===== src/design/fpdpc_pkg.sv =====
// shared types, widths and constants for the filtered pd position control unit
package fpdpc_pkg;

  // field widths
  localparam int unsigned POS_W   = 15;
  localparam int unsigned GAIN_W  = 16;
  localparam int unsigned ALPHA_W = 9;
  localparam int unsigned ERR_W   = 16;
  localparam int unsigned DIFF_W  = 17;
  localparam int unsigned PWR_W   = 16;
  localparam int unsigned CFG_W   = 16;
  localparam int unsigned IDX_W   = 3;
  localparam int unsigned DATA_W  = 16;

  // serial multiplier sizing
  localparam int unsigned FILT_ACC_W = 26;
  localparam int unsigned PD_ACC_W   = 35;
  localparam int unsigned FILT_STEPS = ALPHA_W;
  localparam int unsigned PD_STEPS   = GAIN_W;
  localparam int unsigned CNT_W      = 4;
  localparam int unsigned ROUND_SH   = 6;
  localparam int unsigned Q_W        = PD_ACC_W - ROUND_SH;

  // filter weight of one in Q1.8
  localparam logic [ALPHA_W-1:0] ALPHA_ONE = 9'd256;

  // register reset values
  localparam logic [POS_W-1:0]   TARGET_RST = 15'd0;
  localparam logic [GAIN_W-1:0]  KP_RST     = 16'd128;
  localparam logic [GAIN_W-1:0]  KD_RST     = 16'd2560;
  localparam logic [ALPHA_W-1:0] ALPHA_RST  = 9'd26;
  localparam logic [POS_W-1:0]   MAXP_RST   = 15'd25600;
  localparam logic [POS_W-1:0]   TOL_RST    = 15'd64;

  // register indexes
  typedef enum logic [IDX_W-1:0] {
    REG_TARGET = 3'd0,
    REG_KP     = 3'd1,
    REG_KD     = 3'd2,
    REG_ALPHA  = 3'd3,
    REG_MAXP   = 3'd4,
    REG_TOL    = 3'd5
  } cfg_idx_t;

  // sequencer states
  typedef enum logic [5:0] {
    S_IDLE = 6'b000001,
    S_FILT = 6'b000010,
    S_ERR  = 6'b000100,
    S_MULT = 6'b001000,
    S_RND  = 6'b010000,
    S_SAT  = 6'b100000
  } state_t;

  // control of a serial multiply-accumulate unit
  typedef struct packed {
    logic load;
    logic step;
  } mac_ctl_t;

endpackage


===== src/design/fpdpc_serial_mac.sv =====
// bit-serial dual multiply-accumulate: one multiplier bit of each product per cycle while step is high
module fpdpc_serial_mac #(
  parameter int unsigned MUL_W = 16,
  parameter int unsigned ACC_W = 35
) (
  input  logic                    clk,
  input  fpdpc_pkg::mac_ctl_t     ctl,
  input  logic [ACC_W-1:0]        acc_init,
  input  logic [ACC_W-1:0]        mcand_a,
  input  logic [ACC_W-1:0]        mcand_b,
  input  logic [MUL_W-1:0]        mlier_a,
  input  logic [MUL_W-1:0]        mlier_b,
  output logic [ACC_W-1:0]        acc
);
  import fpdpc_pkg::*;

  logic [ACC_W-1:0] acc_r;
  logic [ACC_W-1:0] mc_a_r;
  logic [ACC_W-1:0] mc_b_r;
  logic [MUL_W-1:0] ml_a_r;
  logic [MUL_W-1:0] ml_b_r;
  logic [ACC_W-1:0] part_a;
  logic [ACC_W-1:0] part_b;

  // partial products selected by the low multiplier bits
  assign part_a = ml_a_r[0] ? mc_a_r : '0;
  assign part_b = ml_b_r[0] ? mc_b_r : '0;

  // load operands, then shift multipliers right and multiplicands left
  always_ff @(posedge clk) begin
    if (ctl.load) begin
      acc_r  <= acc_init;
      mc_a_r <= mcand_a;
      mc_b_r <= mcand_b;
      ml_a_r <= mlier_a;
      ml_b_r <= mlier_b;
    end else if (ctl.step) begin
      acc_r  <= acc_r + part_a + part_b;
      mc_a_r <= {mc_a_r[ACC_W-2:0], 1'b0};
      mc_b_r <= {mc_b_r[ACC_W-2:0], 1'b0};
      ml_a_r <= {1'b0, ml_a_r[MUL_W-1:1]};
      ml_b_r <= {1'b0, ml_b_r[MUL_W-1:1]};
    end
  end

  assign acc = acc_r;

endmodule


===== src/design/filtered_pd_position_control_unit.sv =====
// PD position loop with a first-order low-pass filter on the measured angle
//
// One position word in, one drive word out. The sample is blended into the
// filtered angle (alpha in Q1.8), error = target - filtered is formed, and the
// drive kp*error + kd*(error - previous error) is rounded to Q8.8 percent and
// clamped to +/- max_power; at_target flags |error| < tolerance. tuser high on
// an input word clears the filter and previous error before the sample is used.
// Items are handled one at a time: a word passes through the accept, filter,
// error, PD, round and clamp steps before in_tready rises again and the result
// is offered. The filter and PD steps are long because the bit-serial
// multipliers take one bit of alpha and one bit of each gain per cycle. The
// clamp stage holds while an earlier result still waits unaccepted, so
// out_tready stalls keep the block in that stage. A finished result waits
// in the output register while the next word is already taken in.
module filtered_pd_position_control_unit (
  input  logic                             clk,
  input  logic                             rst_n,
  // input words
  input  logic                             in_tvalid,
  output logic                             in_tready,
  input  logic [fpdpc_pkg::DATA_W-1:0]     in_tdata,   // [14:0] position_sample, [15] zero
  input  logic                             in_tuser,   // [0] command
  // result words
  output logic                             out_tvalid,
  input  logic                             out_tready,
  output logic [fpdpc_pkg::DATA_W-1:0]     out_tdata,  // [15:0] motor_power
  output logic                             out_tuser,  // [0] at_target
  // configuration writes
  input  logic                             cfg_we,
  input  logic [fpdpc_pkg::IDX_W-1:0]      cfg_index,
  input  logic [fpdpc_pkg::CFG_W-1:0]      cfg_wdata
);
  import fpdpc_pkg::*;

  // configuration registers
  logic [POS_W-1:0]   target_r;
  logic [GAIN_W-1:0]  kp_r;
  logic [GAIN_W-1:0]  kd_r;
  logic [ALPHA_W-1:0] alpha_r;
  logic [POS_W-1:0]   maxp_r;
  logic [POS_W-1:0]   tol_r;

  // loop state
  logic [POS_W-1:0]   filt_r;
  logic [ERR_W-1:0]   prev_r;

  // sequencing
  state_t             state_r, state_nxt;
  logic [CNT_W-1:0]   cnt_r;
  logic               in_acc;
  logic               out_load;

  // per-item datapath
  logic               at_r;
  logic               neg_r;
  logic [Q_W-1:0]     q_r;
  logic               out_valid_r;
  logic [PWR_W-1:0]   out_pwr_r;
  logic               out_at_r;

  // filter unit wiring
  mac_ctl_t              fmac_ctl;
  logic [POS_W-1:0]      f_eff;
  logic [ERR_W-1:0]      sdiff;
  logic [FILT_ACC_W-1:0] fmac_init;
  logic [FILT_ACC_W-1:0] fmac_mcand;
  logic [ALPHA_W-1:0]    a_eff;
  logic [FILT_ACC_W-1:0] facc;

  // pd unit wiring
  mac_ctl_t              pmac_ctl;
  logic [POS_W-1:0]      f_new;
  logic [ERR_W-1:0]      err;
  logic [DIFF_W-1:0]     diff;
  logic [ERR_W-1:0]      err_mag;
  logic [PD_ACC_W-1:0]   pacc;
  logic [PD_ACC_W-1:0]   s_mag;
  logic [PD_ACC_W-1:0]   s_rnd;
  logic [POS_W-1:0]      lim;
  logic [PWR_W-1:0]      pwr;

  assign in_tready = (state_r == S_IDLE);
  assign in_acc    = in_tvalid && in_tready;
  assign out_load  = (state_r == S_SAT) && (!out_valid_r || out_tready);

  // register writes, unknown indexes ignored
  always_ff @(posedge clk) begin
    if (!rst_n) begin
      target_r <= TARGET_RST;
      kp_r     <= KP_RST;
      kd_r     <= KD_RST;
      alpha_r  <= ALPHA_RST;
      maxp_r   <= MAXP_RST;
      tol_r    <= TOL_RST;
    end else if (cfg_we) begin
      case (cfg_idx_t'(cfg_index))
        REG_TARGET: target_r <= cfg_wdata[POS_W-1:0];
        REG_KP:     kp_r     <= cfg_wdata[GAIN_W-1:0];
        REG_KD:     kd_r     <= cfg_wdata[GAIN_W-1:0];
        REG_ALPHA:  alpha_r  <= cfg_wdata[ALPHA_W-1:0];
        REG_MAXP:   maxp_r   <= cfg_wdata[POS_W-1:0];
        REG_TOL:    tol_r    <= cfg_wdata[POS_W-1:0];
        default: ;
      endcase
    end
  end

  // filter operands: 256*f + 128 + alpha*(sample - f)
  assign f_eff      = in_tuser ? '0 : filt_r;
  assign sdiff      = {1'b0, in_tdata[POS_W-1:0]} - {1'b0, f_eff};
  assign fmac_init  = {3'b000, f_eff, 8'h80};
  assign fmac_mcand = {{(FILT_ACC_W-ERR_W){sdiff[ERR_W-1]}}, sdiff};
  assign a_eff      = alpha_r[ALPHA_W-1] ? ALPHA_ONE : alpha_r;

  assign fmac_ctl.load = in_acc;
  assign fmac_ctl.step = (state_r == S_FILT);

  fpdpc_serial_mac #(
    .MUL_W (ALPHA_W),
    .ACC_W (FILT_ACC_W)
  ) u_filt_mac (
    .clk      (clk),
    .ctl      (fmac_ctl),
    .acc_init (fmac_init),
    .mcand_a  (fmac_mcand),
    .mcand_b  ('0),
    .mlier_a  (a_eff),
    .mlier_b  ('0),
    .acc      (facc)
  );

  // error, derivative difference and tolerance check
  assign f_new   = facc[POS_W+7:8];
  assign err     = {1'b0, target_r} - {1'b0, f_new};
  assign diff    = {err[ERR_W-1], err} - {prev_r[ERR_W-1], prev_r};
  assign err_mag = err[ERR_W-1] ? (ERR_W'(0) - err) : err;

  assign pmac_ctl.load = (state_r == S_ERR);
  assign pmac_ctl.step = (state_r == S_MULT);

  fpdpc_serial_mac #(
    .MUL_W (GAIN_W),
    .ACC_W (PD_ACC_W)
  ) u_pd_mac (
    .clk      (clk),
    .ctl      (pmac_ctl),
    .acc_init ('0),
    .mcand_a  ({{(PD_ACC_W-ERR_W){err[ERR_W-1]}}, err}),
    .mcand_b  ({{(PD_ACC_W-DIFF_W){diff[DIFF_W-1]}}, diff}),
    .mlier_a  (kp_r),
    .mlier_b  (kd_r),
    .acc      (pacc)
  );

  // round half away from zero, then clamp to the power limit
  assign s_mag = pacc[PD_ACC_W-1] ? (PD_ACC_W'(0) - pacc) : pacc;
  assign s_rnd = s_mag + PD_ACC_W'(32);
  assign lim   = (q_r > {{(Q_W-POS_W){1'b0}}, maxp_r}) ? maxp_r : q_r[POS_W-1:0];
  assign pwr   = neg_r ? (PWR_W'(0) - {1'b0, lim}) : {1'b0, lim};

  // sequencer
  always_comb begin
    state_nxt = state_r;
    case (state_r)
      S_IDLE: if (in_acc) state_nxt = S_FILT;
      S_FILT: if (cnt_r == CNT_W'(FILT_STEPS - 1)) state_nxt = S_ERR;
      S_ERR:  state_nxt = S_MULT;
      S_MULT: if (cnt_r == CNT_W'(PD_STEPS - 1)) state_nxt = S_RND;
      S_RND:  state_nxt = S_SAT;
      S_SAT:  if (out_load) state_nxt = S_IDLE;
      default: state_nxt = S_IDLE;
    endcase
  end

  always_ff @(posedge clk) begin
    if (!rst_n) begin
      state_r <= S_IDLE;
      cnt_r   <= '0;
    end else begin
      state_r <= state_nxt;
      if ((state_r == S_FILT) && (state_nxt == S_FILT)) begin
        cnt_r <= cnt_r + 1'b1;
      end else if ((state_r == S_MULT) && (state_nxt == S_MULT)) begin
        cnt_r <= cnt_r + 1'b1;
      end else begin
        cnt_r <= '0;
      end
    end
  end

  // filter and previous error state
  always_ff @(posedge clk) begin
    if (!rst_n) begin
      filt_r <= '0;
      prev_r <= '0;
    end else if (in_acc && in_tuser) begin
      filt_r <= '0;
      prev_r <= '0;
    end else if (state_r == S_ERR) begin
      filt_r <= f_new;
      prev_r <= err;
    end
  end

  // per-item result staging
  always_ff @(posedge clk) begin
    if (state_r == S_ERR) begin
      at_r <= (err_mag < {1'b0, tol_r});
    end
    if (state_r == S_RND) begin
      neg_r <= pacc[PD_ACC_W-1];
      q_r   <= s_rnd[PD_ACC_W-1:ROUND_SH];
    end
  end

  // output register
  always_ff @(posedge clk) begin
    if (!rst_n) begin
      out_valid_r <= 1'b0;
    end else if (out_load) begin
      out_valid_r <= 1'b1;
    end else if (out_tready) begin
      out_valid_r <= 1'b0;
    end
  end

  always_ff @(posedge clk) begin
    if (out_load) begin
      out_pwr_r <= pwr;
      out_at_r  <= at_r;
    end
  end

  assign out_tvalid = out_valid_r;
  assign out_tdata  = out_pwr_r;
  assign out_tuser  = out_at_r;

`ifndef NO_ASSERTIONS
  // the blended position is a convex mix, so the filter sum never goes negative
  a_filt_nonneg: assert property (@(posedge clk) disable iff (!rst_n)
    (state_r == S_ERR) |-> !facc[FILT_ACC_W-1])
    else $error("filter accumulator negative");

  // rounding starts exactly after all gain bits have been consumed
  a_pd_length: assert property (@(posedge clk) disable iff (!rst_n)
    (state_r == S_RND) |-> ($past(state_r, PD_STEPS + 1) == S_ERR))
    else $error("pd multiply did not take the expected number of cycles");

  // a held drive word stays within the power limit
  a_pwr_limit: assert property (@(posedge clk) disable iff (!rst_n)
    out_valid_r |-> (($signed(out_pwr_r) <= $signed({1'b0, maxp_r})) &&
                     ($signed(out_pwr_r) >= -$signed({1'b0, maxp_r}))))
    else $error("motor power outside the limit");
`endif

endmodule

===== config.mk =====
export PLATFORM = sky130hd
export DESIGN_NAME = filtered_pd_position_control_unit
export DESIGN_NICKNAME = d
export VERILOG_FILES = /design/src/design/fpdpc_pkg.sv /design/src/design/fpdpc_serial_mac.sv /design/src/design/filtered_pd_position_control_unit.sv
export SDC_FILE = /design/constraint.sdc
export NUM_CORES = 1
export LEC_CHECK = 0
export BUFFER_PORTS_ARGS = -buffer_cell sky130_fd_sc_hd__buf_4
export CAP_MARGIN = 20
export CORE_MARGIN = 5
export CORE_UTILIZATION = 35
export CTS_CLUSTER_DIAMETER = 50
export DETAILED_ROUTE_END_ITERATION = 16
export PLACE_DENSITY = 0.56
export SLEW_MARGIN = 20
export SYNTH_ARGS = -nofsm -noshare
export SYNTH_HDL_FRONTEND = slang
export SYNTH_SLANG_ARGS = --single-unit

===== constraint.sdc =====
create_clock -name clk -period 8.6 [get_ports clk]
set_input_delay 1.72 -clock clk [delete_from_list [all_inputs] [get_ports clk]]
set_output_delay 1.72 -clock clk [all_outputs]
set_load 0.005 [all_outputs]

==> results of run 1 <==
## metal layers
metal,vias to the layer above,global-route usage,routed length [um]
li1,9318,-,-
met1,8873,0.2275,28150
met2,396,0.2739,27160
met3,115,0.02131,2526
met4,0,0.05191,1746
met5,-,0,0
## report_power, final
group	leakage [nW]	total (mW)	switching [mW]	internal (mW)
Clock	0.804	2.04	0.832	1.21
Sequential	2.90	1.96	0.0395	1.92
Combinational	6.69	0.756	0.451	0.305
## path summary, 6_finish.rpt
| path | endpoint | slack [ps] | startpoint | cells after the start |
|---|---|---|---|---|
| worst max-delay path | u_pd_mac.mc_b_r[34]$_DFFE_PP_ | 3490 | u_filt_mac.acc[9]$_DFFE_PP_ | 17 |
| worst min-delay path | prev_r[14]$_SDFFE_PP0P_ | 460 | prev_r[14]$_SDFFE_PP0P_ | 2 |
| worst max register to register | u_pd_mac.mc_b_r[34]$_DFFE_PP_ | 3490 | u_filt_mac.acc[9]$_DFFE_PP_ | 17 |
| worst min register to register | prev_r[14]$_SDFFE_PP0P_ | 460 | prev_r[14]$_SDFFE_PP0P_ | 2 |
## cells in the mapped netlist, types with 11 or more instances
cell type  count
xnor2_1      108
a21boi_0      83
o21a_1        32
or2_2         11
fa_1          39
or3_1         20
a211oi_1      12
edfxtp_1     197
nor3_1        44
nor2_1       120
and3_1        16
a21oi_1      133
a31oi_1       24
and2_1        40
dfxtp_1      171
xor2_1        35
nor2b_1       15
o21ai_0      108
o21ai_1       27
nand4_1       17
nand3_1       61
o211ai_1      14
a21o_1        34
ha_1         133
clkbuf_1     107
mux2i_1       13
nand2_1      636
o31ai_1       20
nor4_1        21
inv_1        196
nand2b_1      33
## cell type report
class | count | area (um2) | share of cell area
multi-input cells | 2001 | 12690 | 0.4860
flip-flops and latches | 368 | 9339 | 0.3578
clock buffers | 70 | 1431 | 0.05484
well taps | 864 | 1081 | 0.04142
inverters | 199 | 750.7 | 0.02876
repair buffers | 78 | 585.6 | 0.02243
clock inverters | 27 | 227.7 | 0.008724
## kinds of logic after synthesis
group           after synthesis  synth area share
compound gates              589            0.1688
xor+xnor                    143           0.05401
fa+ha+maj                   174            0.1063
buf+inv                     317           0.05201
flops                       368            0.4027
mux                          19          0.008524
simple gates               1076            0.2077
## tightest hold or removal path: cells and delay by family (launching register included)
| family | cells | cell delay, ps |
|---|---|---|
| simple gates | 1 | 50 |
| compound gates | 1 | 50 |
| flops | 1 | 310 |
## sequential cells by signal, summed over array words and instances (netlist names), 23 cells and up
register / count
u_pd_mac.acc: 35
u_pd_mac.mc_a_r: 35
u_pd_mac.mc_b_r: 35
q_r: 29
u_filt_mac.acc: 23
u_filt_mac.mc_a_r: 23
## through the flow
| step | instances | utilization | area [um2] |
|---|---|---|---|
| CTS | 3607 | 0.3968 | 26090 |
| global route | 3607 | 0.3970 | 26100 |
| floorplan | 2686 | - | 23190 |
| finish | 3607 | 0.3970 | 26100 |
| detailed placement | 3510 | 0.3716 | 24430 |
| global placement | 3510 | 0.3715 | 24420 |
==> results.yml, run 1 <==
status:
  outcome: "completed"
finish:
  fin_nets: 2913
  final_common_cell: "nand2_1"
  nFillCells: 6554
  drive_above_1_share: 0.08130
  syn2layout_area_growth_pct: 12.56
  diodes: 0
  final_cell_mix: "nand2_1, edfxtp_1, inv_1"
worst_setup_path:
  path_cells: "inv_1, ha_1, nor2b_1, o31ai_2, a21oi_1, o21ai_1, a31oi_1, a211oi_1, ha_1, and3_1, a31oi_1, nor4_2, a221oi_4, maj3_1, o21ai_1, or3_1, o21ai_1"
  cp-end-kind: "flop"
  required_ps: 8890
  path_class: "reg2reg"
  cpMaxStageDelayCell: "or3_1"
  max_stage_delay_ps: 690
  startpoint_type: "flop"
  cp_num_buf_inv: 1
  crit_family: "compound AO/OA/AOI/OAI gates"
  crit_top_cell: "o21ai_1"
  arrival_ps: 5400
  crit_fanout: 19
logic_synthesis:
  synth_top_area_share: 0.2551
  synth_seq_cells: 368
  ys_types: 89
  syn_avg_cell_area_um2: 8.634
  ys_top_cells_by_area: "edfxtp_1, dfxtp_1, nand2_1, ha_1, xnor2_1"
  netlist_instances: 2686
  syn_area_mm2: 0.02319
  synth_nets: 2899
  synth_area_leader_cell: "edfxtp_1"
  ys.flop_type: "edfxtp_1"
  yosysSeqAreaShare: 0.4027
  synth_edf_count: 197
  async_reset_ff_frac: 0
  synth_warnings: 0
clock_tree:
  postCtsResizedCells: 0
  cts_hold_buffers: 0
  cts_tree: "yes"
  cts_buffers: 52
  cts_setup_buffers: 0
  cts.sinks: 368
  clockBufferDepth: 3
  cts_max_level: 2
  clk_latency_ps: 590
  clk_pin_slew_worst_paths_ps: 60
  root_buffer: "clkbuf_16"
drt:
  vias_per_cell: 5.185
  vias: 18700
  drc: 0
  ant_nets: 0
  drt_wl_total_mm: 59.59
  wire_per_inst_um: 16.52
  drtIter0Drc: 1350
  drt_pass1_iterations: 7
global_route:
  antenna_found_initial: 1
  grt_usage: 0.1658
  grt_first_pass_wirelength_mm: 97.91
  grt.overflow.total: 0
  grt_max_degree: 81
  grt_pass1_vias: 18790
sta:
  worstMarginPinSlew_ps: 909.2
  rsz0062_at_grt: "no"
  setup_viol: 0
  clock_skew_ps: 26.47
  period_needed_ps: 5111
  setup_tns_ps: 0
  hold_slack_ps: 459.4
  worst_slack_ps: 3489
  finalMaxSlewViolations: 0
  finalHoldViolCount: 0
  period_share: 0.5943
  slew_headroom: 0.3892
  clock.fmax_mhz: 195.6
power:
  p_per_area_mw_per_mm2: 182.2
  leakage_nw: 10.40
  ir_drop_uv: 116.9
  total_power_mw: 4.756
hold_path:
  hold_class: "reg2reg"
floorplan:
  die_h_um: 267.4
  coreArea_mm2: 0.06575
  num_rows: 94
  ioPinCount: 60
  die_area_mm2: 0.07151
  die_w_um: 267.4
  start_util: 0.3527
placed_design:
  dp_hpwl_mm: 42.83
  pre_cts_ws_ps: 3507
  routabilityCongestion: 0.8869
  portBuffers: 58
flow_run:
  drv_cap: 0
Note: power is estimated with default switching activity, not from simulation.
==> run 2, diff against run 1 <==
==> constraint.sdc (replaced) <==
create_clock -name clk -period 5 [get_ports clk]
set_input_delay 1 -clock clk [delete_from_list [all_inputs] [get_ports clk]]
set_output_delay 1 -clock clk [all_outputs]
set_load 0.005 [all_outputs]
==> run 2 against run 1 <==
- non-clock buffer count up 10
- die area unchanged
- critical endpoint unchanged
- sequential power rose by 71%
- first-iteration DRC count is 5.6% lower
- register-to-register slack got worse by 3000 ps
- count of clock-buffer cells in the layout decreased by 7
- hold slack barely moved
- sequential share of layout area fell by 0.20 points
- core utilization increased by 0.22 points
- total power grew 74%
==> results.yml, run 2 (synthesized netlist as in run 1, its figures left out) <==
sta:
  clock_skew_ps: 48.78
  setup_tns_ps: 0
  worst_slack_ps: 469.6
  period_share: 0.9061
  slew_headroom: 0.3386
  worstMarginPinSlew_ps: 988.3
  finalHoldViolCount: 0
  rsz0062_at_grt: "no"
  setup_viol: 0
  period_needed_ps: 4530
  finalMaxSlewViolations: 0
  clock.fmax_mhz: 220.7
finish:
  nFillCells: 6559
  fin_nets: 2923
  final_cell_mix: "nand2_1, edfxtp_1, inv_1"
  diodes: 0
  drive_above_1_share: 0.08642
  syn2layout_area_growth_pct: 13.18
  multi_input_area_mm2: 0.01268
  ff_latch_area_mm2: 0.009339
  final_common_cell: "nand2_1"
drt:
  vias_per_cell: 5.142
  ant_nets: 0
  drtIter0Drc: 1275
  drt_wl_total_mm: 58.84
  wire_per_inst_um: 16.26
  vias: 18600
  drt_pass1_iterations: 5
  drc: 0
worst_setup_path:
  cp-end-kind: "flop"
  crit_start: "u_filt_mac.acc[8]$_DFFE_PP_"
  r2r_cells: 18
  path_class: "reg2reg"
  required_ps: 5460
  arrival_ps: 4990
  startpoint_type: "flop"
  reg2reg_from: "u_filt_mac.acc[8]$_DFFE_PP_"
  reg2reg_to: "u_pd_mac.mc_b_r[34]$_DFFE_PP_"
  endpoint: "u_pd_mac.mc_b_r[34]$_DFFE_PP_"
  crit_fanout: 19
  r2r_setup_slack_ps: 470
clock_tree:
  clk_latency_ps: 620
  clk_pin_slew_worst_paths_ps: 60
  cts_buffers: 52
  cts_setup_buffers: 0
  cts.sinks: 368
  clockBufferDepth: 3
  postCtsResizedCells: 0
  cts_max_level: 2
  root_buffer: "clkbuf_16"
  cts_hold_buffers: 0
  cts_tree: "yes"
global_route:
  grt_max_degree: 93
  antenna_found_initial: 0
  grt_first_pass_wirelength_mm: 96.30
  busiest_layer: "met2"
  grt.met3_usage: 0.02324
  grt_usage: 0.1630
  grt.overflow.total: 0
  use_met2: 0.2674
  grt_pass1_vias: 18300
  use_met1: 0.2233
placed_design:
  pre_cts_ws_ps: 448.9
  portBuffers: 58
  routabilityCongestion: 0.8629
  dp_hpwl_mm: 43.38
floorplan:
  ioPinCount: 60
  coreArea_mm2: 0.06575
  die_area_mm2: 0.07151
  num_rows: 94
  die_w_um: 267.4
  die_h_um: 267.4
  start_util: 0.3527
status:
  outcome: "completed"
power:
  leakage_nw: 10.56
  p_per_area_mw_per_mm2: 315.0
  ir_drop_uv: 231.2
hold_path:
  hold_class: "reg2reg"
  whs_path_depth: 2
flow_run:
  drv_cap: 0
==> run 2: changes by cell type in the layout (fill, tap and decap cells not counted), moves of 3 or more <==
cell,change
inv_8,+4
inv_6,-3
buf_4,+8
clkbuf_1,-8
clkinv_2,+3
clkinv_1,+3
==> run 2: cell type report <==
cell class,instances,share of cell area
Inverter,199,0.02860
Multi-Input combinational cell,2001,0.4831
Clock buffer,63,0.05392
Clock inverter,35,0.01182
Sequential cell,368,0.3558
Tap cell,864,0.04119
Timing Repair Buffer,88,0.02560
==> run 2: through the flow <==
stage / util / hold slack, ps / std cells / power [mW] / area, um2
CTS: 0.3992 / 455.9 / 3618 / 8.370 / 26240
finish: 0.3992 / 459.6 / 3618 / 8.268 / 26250
global route: 0.3992 / 477.5 / 3618 / 8.673 / 26250
detailed placement: 0.3729 / 450.7 / 3520 / 4.726 / 24520
global placement: 0.3725 / 443.5 / 3518 / 4.692 / 24490
floorplan: - / 400.3 / 2686 / 4.377 / 23190
==> run 2: worst max-delay path, stage by stage, from the launching register on <==
cell and delay, ps:
edfxtp_1 390, ha_1 190, inv_1 50, fa_1 430, a211oi_2 350, o21bai_1 110
a21oi_1 190, xnor2_1 300, ha_1 390, nor3_1 190, nor2_1 70, a31oi_1 250
o31ai_1 150, a221oi_4 330, maj3_1 230, o21ai_1 80, or3_1 360, buf_4 220
o21ai_1 100
==> run 2: worst min path at each step <==
stage	slack (ps)	endpoint	from
after floorplan	400	out_tuser$_DFFE_PP_	at_r$_DFFE_PP_
after global placement	440	cnt_r[0]$_SDFF_PN0_	cnt_r[0]$_SDFF_PN0_
after detailed placement	450	prev_r[5]$_SDFFE_PP0P_	prev_r[5]$_SDFFE_PP0P_
after CTS	460	prev_r[1]$_SDFFE_PP0P_	prev_r[1]$_SDFFE_PP0P_
after global routing	480	prev_r[1]$_SDFFE_PP0P_	prev_r[1]$_SDFFE_PP0P_
final	460	prev_r[1]$_SDFFE_PP0P_	prev_r[1]$_SDFFE_PP0P_
==> run 2: where the power goes <==
part	switching [mW]	internal [mW]	total, mW
combinational	0.763	0.539	1.30
clock	1.49	2.11	3.60
sequential	0.0682	3.30	3.36
==> run 2: metal layers <==
metal | routed length, um | vias to the layer above | part of all wire
li1 | - | 9351 | -
met4 | 1786 | 0 | 0.030
met3 | 2794 | 99 | 0.047
met1 | 27680 | 8769 | 0.47
met2 | 26570 | 385 | 0.45
met5 | 0 | - | 0
